$ cat config.mk
export PLATFORM = sky130hd
export DESIGN_NAME = amx_queue
export DESIGN_NICKNAME = d
export VERILOG_FILES = /design/src/sv/amx_pkg.sv /design/src/sv/amx_queue.sv
export SDC_FILE = /design/constraint.sdc
export NUM_CORES = 1
export LEC_CHECK = 0
export BUFFER_PORTS_ARGS = -buffer_cell sky130_fd_sc_hd__buf_2
export CORE_AREA = 5 5 455 457
export CTS_CLUSTER_DIAMETER = 60
export DETAILED_ROUTE_END_ITERATION = 6
export DIE_AREA = 0 0 460 462
export GPL_TIMING_DRIVEN = 0
export SYNTH_ARGS = -nofsm -noshare
export SYNTH_HDL_FRONTEND = slang
export SYNTH_SLANG_ARGS = --single-unit
$ cat constraint.sdc
create_clock -name clk -period 17 [get_ports clk]
set_input_delay 0.85 -clock clk [delete_from_list [all_inputs] [get_ports clk]]
set_output_delay 0.85 -clock clk [all_outputs]
set_load 0.02 [all_outputs]
$ cat src/sv/amx_pkg.sv
`default_nettype none
package amx_pkg;

  localparam int FRAC_BITS   = 16;
  localparam int ENTRY_WIDTH = 24;

  localparam int EW  = ENTRY_WIDTH;
  localparam int FB  = FRAC_BITS;
  // Exact 2x2 minor and 3x3 determinant widths.
  localparam int MW  = 2 * EW + 1;
  localparam int DW  = 3 * EW + 3;
  localparam int THW = EW - 1;
  // Divider numerator and remainder widths.
  localparam int NW0 = (MW + 2 * FB > DW) ? MW + 2 * FB : DW;
  localparam int NW  = NW0 + 1;
  localparam int RW  = (NW > DW + EW) ? NW : DW + EW;
  localparam int AW  = 2 * EW + 2;
  localparam int TW  = 2 * EW + 3;
  localparam int KW  = $clog2(EW);

  localparam int IN_DW  = ((12 * EW + 7) / 8) * 8;
  localparam int OUT_FW = 2 + 3 * EW;
  localparam int OUT_DW = ((OUT_FW + 7) / 8) * 8;

  localparam logic [EW-1:0] EMAX    = {1'b0, {(EW-1){1'b1}}};
  localparam logic [EW-1:0] EMIN    = {1'b1, {(EW-1){1'b0}}};
  localparam logic [EW-1:0] ONE_VAL = (FB <= EW - 2) ? (EW'(1) << FB) : EMAX;

  typedef struct packed {
    logic [8:0][MW-1:0] cof;
    logic [DW-1:0]      det;
    logic [2:0][EW-1:0] t;
    logic               sing;
  } amx_job_t;

endpackage
`default_nettype wire

$ cat src/sv/amx_queue.sv
`default_nettype none
module amx_queue import amx_pkg::*; (
  input  wire      clk,
  input  wire      rst_n,
  input  wire      push_valid,
  output logic     push_ready,
  input  amx_job_t push_data,
  output logic     pop_valid,
  input  wire      pop_ready,
  output amx_job_t pop_data
);

  amx_job_t   mem [2];
  logic       wr_ptr_r, rd_ptr_r;
  logic [1:0] cnt_r;
  logic       do_push, do_pop;

  assign push_ready = (cnt_r != 2'd2);
  assign pop_valid  = (cnt_r != 2'd0);
  assign pop_data   = mem[rd_ptr_r];
  assign do_push    = push_valid && push_ready;
  assign do_pop     = pop_valid && pop_ready;

  always_ff @(posedge clk) begin
    if (do_push) begin
      mem[wr_ptr_r] <= push_data;
    end
  end

  always_ff @(posedge clk) begin
    if (!rst_n) begin
      wr_ptr_r <= 1'b0;
      rd_ptr_r <= 1'b0;
      cnt_r    <= 2'd0;
    end else begin
      if (do_push) wr_ptr_r <= !wr_ptr_r;
      if (do_pop) rd_ptr_r <= !rd_ptr_r;
      if (do_push && !do_pop) cnt_r <= cnt_r + 2'd1;
      else if (do_pop && !do_push) cnt_r <= cnt_r - 2'd1;
    end
  end

endmodule
`default_nettype wire

# Yosys cells after proc, flatten, opt, wreduce, memory -nomap -nowiden

Memories as Yosys holds them, arrays and structs flattened. A register that Yosys moved wholly into a read port is not among the register bits.
Index checks and enable logic that the tools add are counted.

$add $sub $neg: 2
Eq/ne operators: 1
Muxes and demuxes: 6
Reduce and logical (&&, ||, !) cells: 10

Operator list:

| kind                                             | count |
|---|---|
| logical AND 1 bit                                | 4 |
| logical NOT 1 bit                                | 4 |
| two-way mux 1 bit                                | 4 |
| two-way mux 2 bit                                | 2 |
| nonzero test 2 bit                               | 2 |
| adder 2 x 1 -> 2 bit, second input constant      | 1 |
| inequality test 2 bit, second input constant     | 1 |
| subtractor 2 x 1 -> 2 bit, second input constant | 1 |

Memories kept: 1
Flip-flop bits (word level): 4
Memory bits (writable): 1178
Logic and storage cells: 23
Output and inout port bits: 591

Memory list:

| memory | words | bits a word | rd ports | clocked after Yosys merged registers in | wr ports | RTL line        | source |
|---|---|---|---|---|---|---|---|
| mem    | 2     | 589         | 1        | 1                                       | 1        | amx_queue.sv:13 | `amx_job_t mem [2];` |

# Depth between registers and ports, before layout

Depth after elaboration: 6
Gate-level depth with buffers: 6

# Worst setup path after synthesis

No wires, ideal clock.

Kind: input-to-reg
Start point: input push_valid
End point: memory mem[1][0] (netlist bit), enable pin
Arrival time: 14235 ps
Path buffers: 0
Path slack: 1728 ps
Stages: 1
Path through: and3_1

Longest elaborated chain between the ends: 3

RTL lines:

| what                                    | RTL line        | source |
|---|---|---|
| start: declaration                      | amx_queue.sv:5  | `input wire push_valid,` |
| logical AND 1 bit                       | amx_queue.sv:21 | `assign do_push = push_valid && push_ready;` |
| two-way mux 1 bit                       | amx_queue.sv:25 | `if (do_push) begin` |
| two-way mux 1 bit (not written as such) | amx_queue.sv:26 | `mem[wr_ptr_r] <= push_data;` |
| end: declaration                        | amx_queue.sv:13 |  |

Every way passes these cells.

==> report_table.html <==
<table>
<tr><th>Metric</th><th>Value</th></tr>
<tr><th colspan="2">Run status</th></tr>
<tr><td>Result of the run</td><td>complete, no violations</td></tr>
<tr><th colspan="2">Die</th></tr>
<tr><td>Core Area</td><td>203100 um2</td></tr>
<tr><td>Die H</td><td>462 um</td></tr>
<tr><td>Number of cell rows</td><td>between 150 and 200</td></tr>
<tr><td>I/O Pins</td><td>about 1200</td></tr>
<tr><td>Initial Util</td><td>approximately 22%</td></tr>
<tr><td>Die area</td><td>between 200000 and 250000 um2</td></tr>
<tr><td>Die X-Extent</td><td>460 um</td></tr>
<tr><th colspan="2">Detailed routing</th></tr>
<tr><td>1st-pass router iterations</td><td>5</td></tr>
<tr><td>Antenna Violating Nets Remaining</td><td>0</td></tr>
<tr><td>Via Count</td><td>about 23000</td></tr>
<tr><td>Drt wl/cell</td><td>about 24 um</td></tr>
<tr><td>Iteration-0 DRC Markers</td><td>approximately 1700</td></tr>
<tr><td>Post-detailed-routing wire length</td><td>roughly 140 mm</td></tr>
<tr><td>Vias per inst</td><td>between 3 and 4</td></tr>
<tr><td>DRC Markers</td><td>0</td></tr>
<tr><th colspan="2">Worst setup path</th></tr>
<tr><td>CP Data Arrival Time</td><td>~2.9 ns</td></tr>
<tr><td>Category of the critical setup timing path</td><td>reg2out</td></tr>
<tr><td>CP Data Required Time</td><td>16.15 ns</td></tr>
<tr><td>Worst reg2reg path depth</td><td>6</td></tr>
<tr><td>Largest fanout on the critical path</td><td>10</td></tr>
<tr><td>FF-to-FF setup slack</td><td>~14 ns</td></tr>
<tr><td>Launching element type of the critical path</td><td>flip-flop</td></tr>
<tr><td>Nature of the critical path endpoint</td><td>output pin</td></tr>
<tr><td>Destination of the critical timing path</td><td>pop_data[119]</td></tr>
<tr><td>Reg2reg start</td><td>cnt_r[0]</td></tr>
<tr><td>Capturing point of the worst reg2reg path</td><td>mem[0][345]</td></tr>
<tr><th colspan="2">Finish</th></tr>
<tr><td>Most frequent standard cell in the layout excluding fill and tap cells</td><td>sky130_fd_sc_hd__buf_2</td></tr>
<tr><td>Top library cells by usage in the layout, fill and taps aside</td><td>sky130_fd_sc_hd__buf_2 (1193), sky130_fd_sc_hd__edfxtp_1 (1178), sky130_fd_sc_hd__mux2_4 (300)</td></tr>
<tr><td>Fill cell total of the finished layout</td><td>20247</td></tr>
<tr><td>Area growth from synthesis to layout</td><td>32.25%</td></tr>
<tr><td>Core Util, Final</td><td>approximately 29%</td></tr>
<tr><td>Nets</td><td>3788</td></tr>
<tr><td>Share of cells above drive strength 1</td><td>~62%</td></tr>
<tr><th colspan="2">CTS</th></tr>
<tr><td>Longest Clk Path Bufs</td><td>3</td></tr>
<tr><td>Maximum level of the CTS H-tree</td><td>4</td></tr>
<tr><td>Clk sinks</td><td>1183</td></tr>
<tr><td>Post-CTS resize count</td><td>0</td></tr>
<tr><td>Skew-Pair Late Insertion Delay</td><td>roughly 0.77 ns</td></tr>
<tr><td>Post-cts hold buffer count</td><td>0</td></tr>
<tr><td>TritonCTS clock tree</td><td>yes</td></tr>
<tr><td>Number of buffers created by CTS</td><td>137</td></tr>
<tr><td>Clock slew at reported path FFs</td><td>approximately 0.060 ns</td></tr>
<tr><td>Cell at the root of the clock tree</td><td>sky130_fd_sc_hd__clkbuf_16</td></tr>
<tr><td>Post-CTS Setup Inserts</td><td>0</td></tr>
<tr><th colspan="2">GRT</th></tr>
<tr><td>Vias in the first global route</td><td>24349</td></tr>
<tr><td>Wire length of the first global-routing pass</td><td>190.9 mm</td></tr>
<tr><td>Largest net degree at the start of global routing</td><td>around 120</td></tr>
<tr><td>Aggregate global routing overflow</td><td>0</td></tr>
<tr><td>Overall routing resource usage</td><td>about an eighth</td></tr>
<tr><td>Antenna violations before repair</td><td>76</td></tr>
<tr><th colspan="2">Timing</th></tr>
<tr><td>Slew headroom</td><td>a little over two fifths</td></tr>
<tr><td>Final Max Slew Viols</td><td>0</td></tr>
<tr><td>Min cycle time layout</td><td>3.733 ns</td></tr>
<tr><td>Highest achievable clock rate</td><td>~270 MHz</td></tr>
<tr><td>Setup tns final</td><td>0 ns</td></tr>
<tr><td>Pin slew with the least headroom to its limit</td><td>0.8416 ns</td></tr>
<tr><td>RSZ-0062 raised after global routing</td><td>no</td></tr>
<tr><td>Final period utilization</td><td>21.96%</td></tr>
<tr><td>Final clock skew</td><td>just over 0.04 ns</td></tr>
<tr><td>Final hold viol count</td><td>0</td></tr>
<tr><td>Setup Viol. Count Final</td><td>0</td></tr>
<tr><th colspan="2">Logic synthesis</th></tr>
<tr><td>Synth top area share</td><td>around four fifths</td></tr>
<tr><td>Number of flip-flops and latches in the synthesized netlist</td><td>1183</td></tr>
<tr><td>Synth warn</td><td>0</td></tr>
<tr><td>Cell types occupying the most area after synthesis</td><td>sky130_fd_sc_hd__edfxtp_1 (80%), sky130_fd_sc_hd__mux2_4 (10%), sky130_fd_sc_hd__mux2_2 (7.4%)</td></tr>
<tr><td>Library cells used by synthesis</td><td>21</td></tr>
<tr><td>Average instance area after synthesis</td><td>around 24 um2</td></tr>
<tr><td>Netlist area before placement</td><td>between 40000 and 50000 um2</td></tr>
<tr><td>Post-synthesis net count</td><td>~2500</td></tr>
<tr><td>Biggest area consumer among synthesized cells</td><td>sky130_fd_sc_hd__edfxtp_1</td></tr>
<tr><td>Post-synthesis sequential area ratio</td><td>80.69%</td></tr>
<tr><td>Cell count after synthesis</td><td>between 1500 and 2000</td></tr>
<tr><th colspan="2">Run</th></tr>
<tr><td>Count of maximum capacitance violations</td><td>0</td></tr>
<tr><th colspan="2">Place</th></tr>
<tr><td>PortBufs</td><td>between 1000 and 1500</td></tr>
<tr><td>Weighted congestion at the end of routability-driven global placement</td><td>~0.8</td></tr>
<tr><td>Post-DP HPWL</td><td>~110 mm</td></tr>
<tr><th colspan="2">Power</th></tr>
<tr><td>Worst-case vdd ir drop</td><td>128.7 uV</td></tr>
<tr><td>Pwr/cell area</td><td>approximately 160 nW/um2</td></tr>
<tr><td>Leakage power summed over all cells</td><td>21.61 nW</td></tr>
<tr><th colspan="2">Min path</th></tr>
<tr><td>Type of the worst min-delay path</td><td>in2reg</td></tr>
</table>
## worst max-delay path, cell delays in order, from the launching register on
cell	delay (ns)
sky130_fd_sc_hd__dfxtp_1	0.30
sky130_fd_sc_hd__clkbuf_2	0.14
sky130_fd_sc_hd__buf_2	0.59
sky130_fd_sc_hd__buf_4	0.45
sky130_fd_sc_hd__mux2_2	0.42
sky130_fd_sc_hd__buf_2	0.18
## layout make-up
| type | instances | area [um2] | share of cell area, % |
|---|---|---|---|
| repair buffers | 1198 | 6334 | 10.89 |
| diodes | 28 | 70.07 | 0.1205 |
| multi-input cells | 607 | 7895 | 13.58 |
| clock inverters | 78 | 817.0 | 1.405 |
| flip-flops and latches | 1183 | 35470 | 61.01 |
| plain buffers | 66 | 595.6 | 1.024 |
| well taps | 2688 | 3363 | 5.784 |
| clock buffers | 167 | 3583 | 6.163 |
| inverters | 1 | 11.26 | 0.01937 |
## where the power goes
group	total, W	internal [W]	switching [W]
Clock	0.00284	0.00162	0.00122
Sequential	0.00372	0.00364	0.0000738
Combinational	0.00281	0.00105	0.00175
## sequential cells by signal (all words and copies together) (netlist names), named ones only
signal	flops
rd_ptr_r	1
cnt_r	2
mem	1178
wr_ptr_r	1
## kinds of logic (layout without fill, tap and decap cells)
family	Yosys count	count (layout)	synth area share (%)
and+or+nand+nor	9	9	0.1309
adders and majority gates	1	1	0.02846
muxes	589	589	17.65
buffers and inverters	67	1510	1.363
DFF	1183	1183	80.69
other	0	28	0
xor gates and xnor gates	3	3	0.05978
AOI/OAI and AO/OA	5	5	0.07968
## metal layers
| layer | global-route usage [%] | wire length [um] | vias up |
|---|---|---|---|
| met1 | 14.22 | 52530 | 11827 |
| met3 | 6.682 | 17870 | 258 |
| met5 | 0 | 348 | - |
| li1 | - | - | 10199 |
| met2 | 21.45 | 69050 | 1141 |
| met4 | 4.041 | 3922 | 52 |
## cells in the mapped netlist
library cell	number
sky130_fd_sc_hd__nand2b_1	1
sky130_fd_sc_hd__xnor2_1	2
sky130_fd_sc_hd__a21boi_0	2
sky130_fd_sc_hd__xor2_1	1
sky130_fd_sc_hd__o21ai_0	2
sky130_fd_sc_hd__nand3b_1	1
sky130_fd_sc_hd__and3_1	1
sky130_fd_sc_hd__and2_1	4
sky130_fd_sc_hd__ha_1	1
sky130_fd_sc_hd__mux2_4	300
sky130_fd_sc_hd__edfxtp_1	1178
sky130_fd_sc_hd__buf_2	10
sky130_fd_sc_hd__or3_1	1
sky130_fd_sc_hd__or2_2	1
sky130_fd_sc_hd__clkbuf_2	1
sky130_fd_sc_hd__buf_6	34
sky130_fd_sc_hd__a21bo_2	1
sky130_fd_sc_hd__mux2_2	289
sky130_fd_sc_hd__buf_4	21
sky130_fd_sc_hd__dfxtp_1	5
sky130_fd_sc_hd__inv_1	1
## worst min path at each step
| stage | slack, ns | start | cells past startpoint | to |
|---|---|---|---|---|
| floorplan | 0.48 | cnt_r[1] | 2 | cnt_r[1] |
| global placement | 0.50 | cnt_r[1] | 2 | cnt_r[1] |
| detailed placement | 0.52 | cnt_r[1] | 2 | cnt_r[1] |
| CTS | 0.14 | push_data[246] | 1 | mem[0][246] |
| global route | 0.17 | push_data[189] | 1 | mem[1][189] |
| finish | 0.26 | push_data[189] | 1 | mem[1][189] |
## metrics by stage
stage	total power [W]	hold slack, ns	instance area (um2)	worst slack (ns)	instances
floorplan	0.005725	0.4826	43960	1.728	1857
global placement	0.007040	0.4995	53250	-7.336	5728
detailed placement	0.006662	0.5172	53670	13.27	5743
CTS	0.009542	0.1394	58070	13.04	5988
global route	0.009768	0.1686	58110	13.08	6001
finish	0.009363	0.2601	58140	13.27	6016
Note: power is estimated with default switching activity, not from simulation.
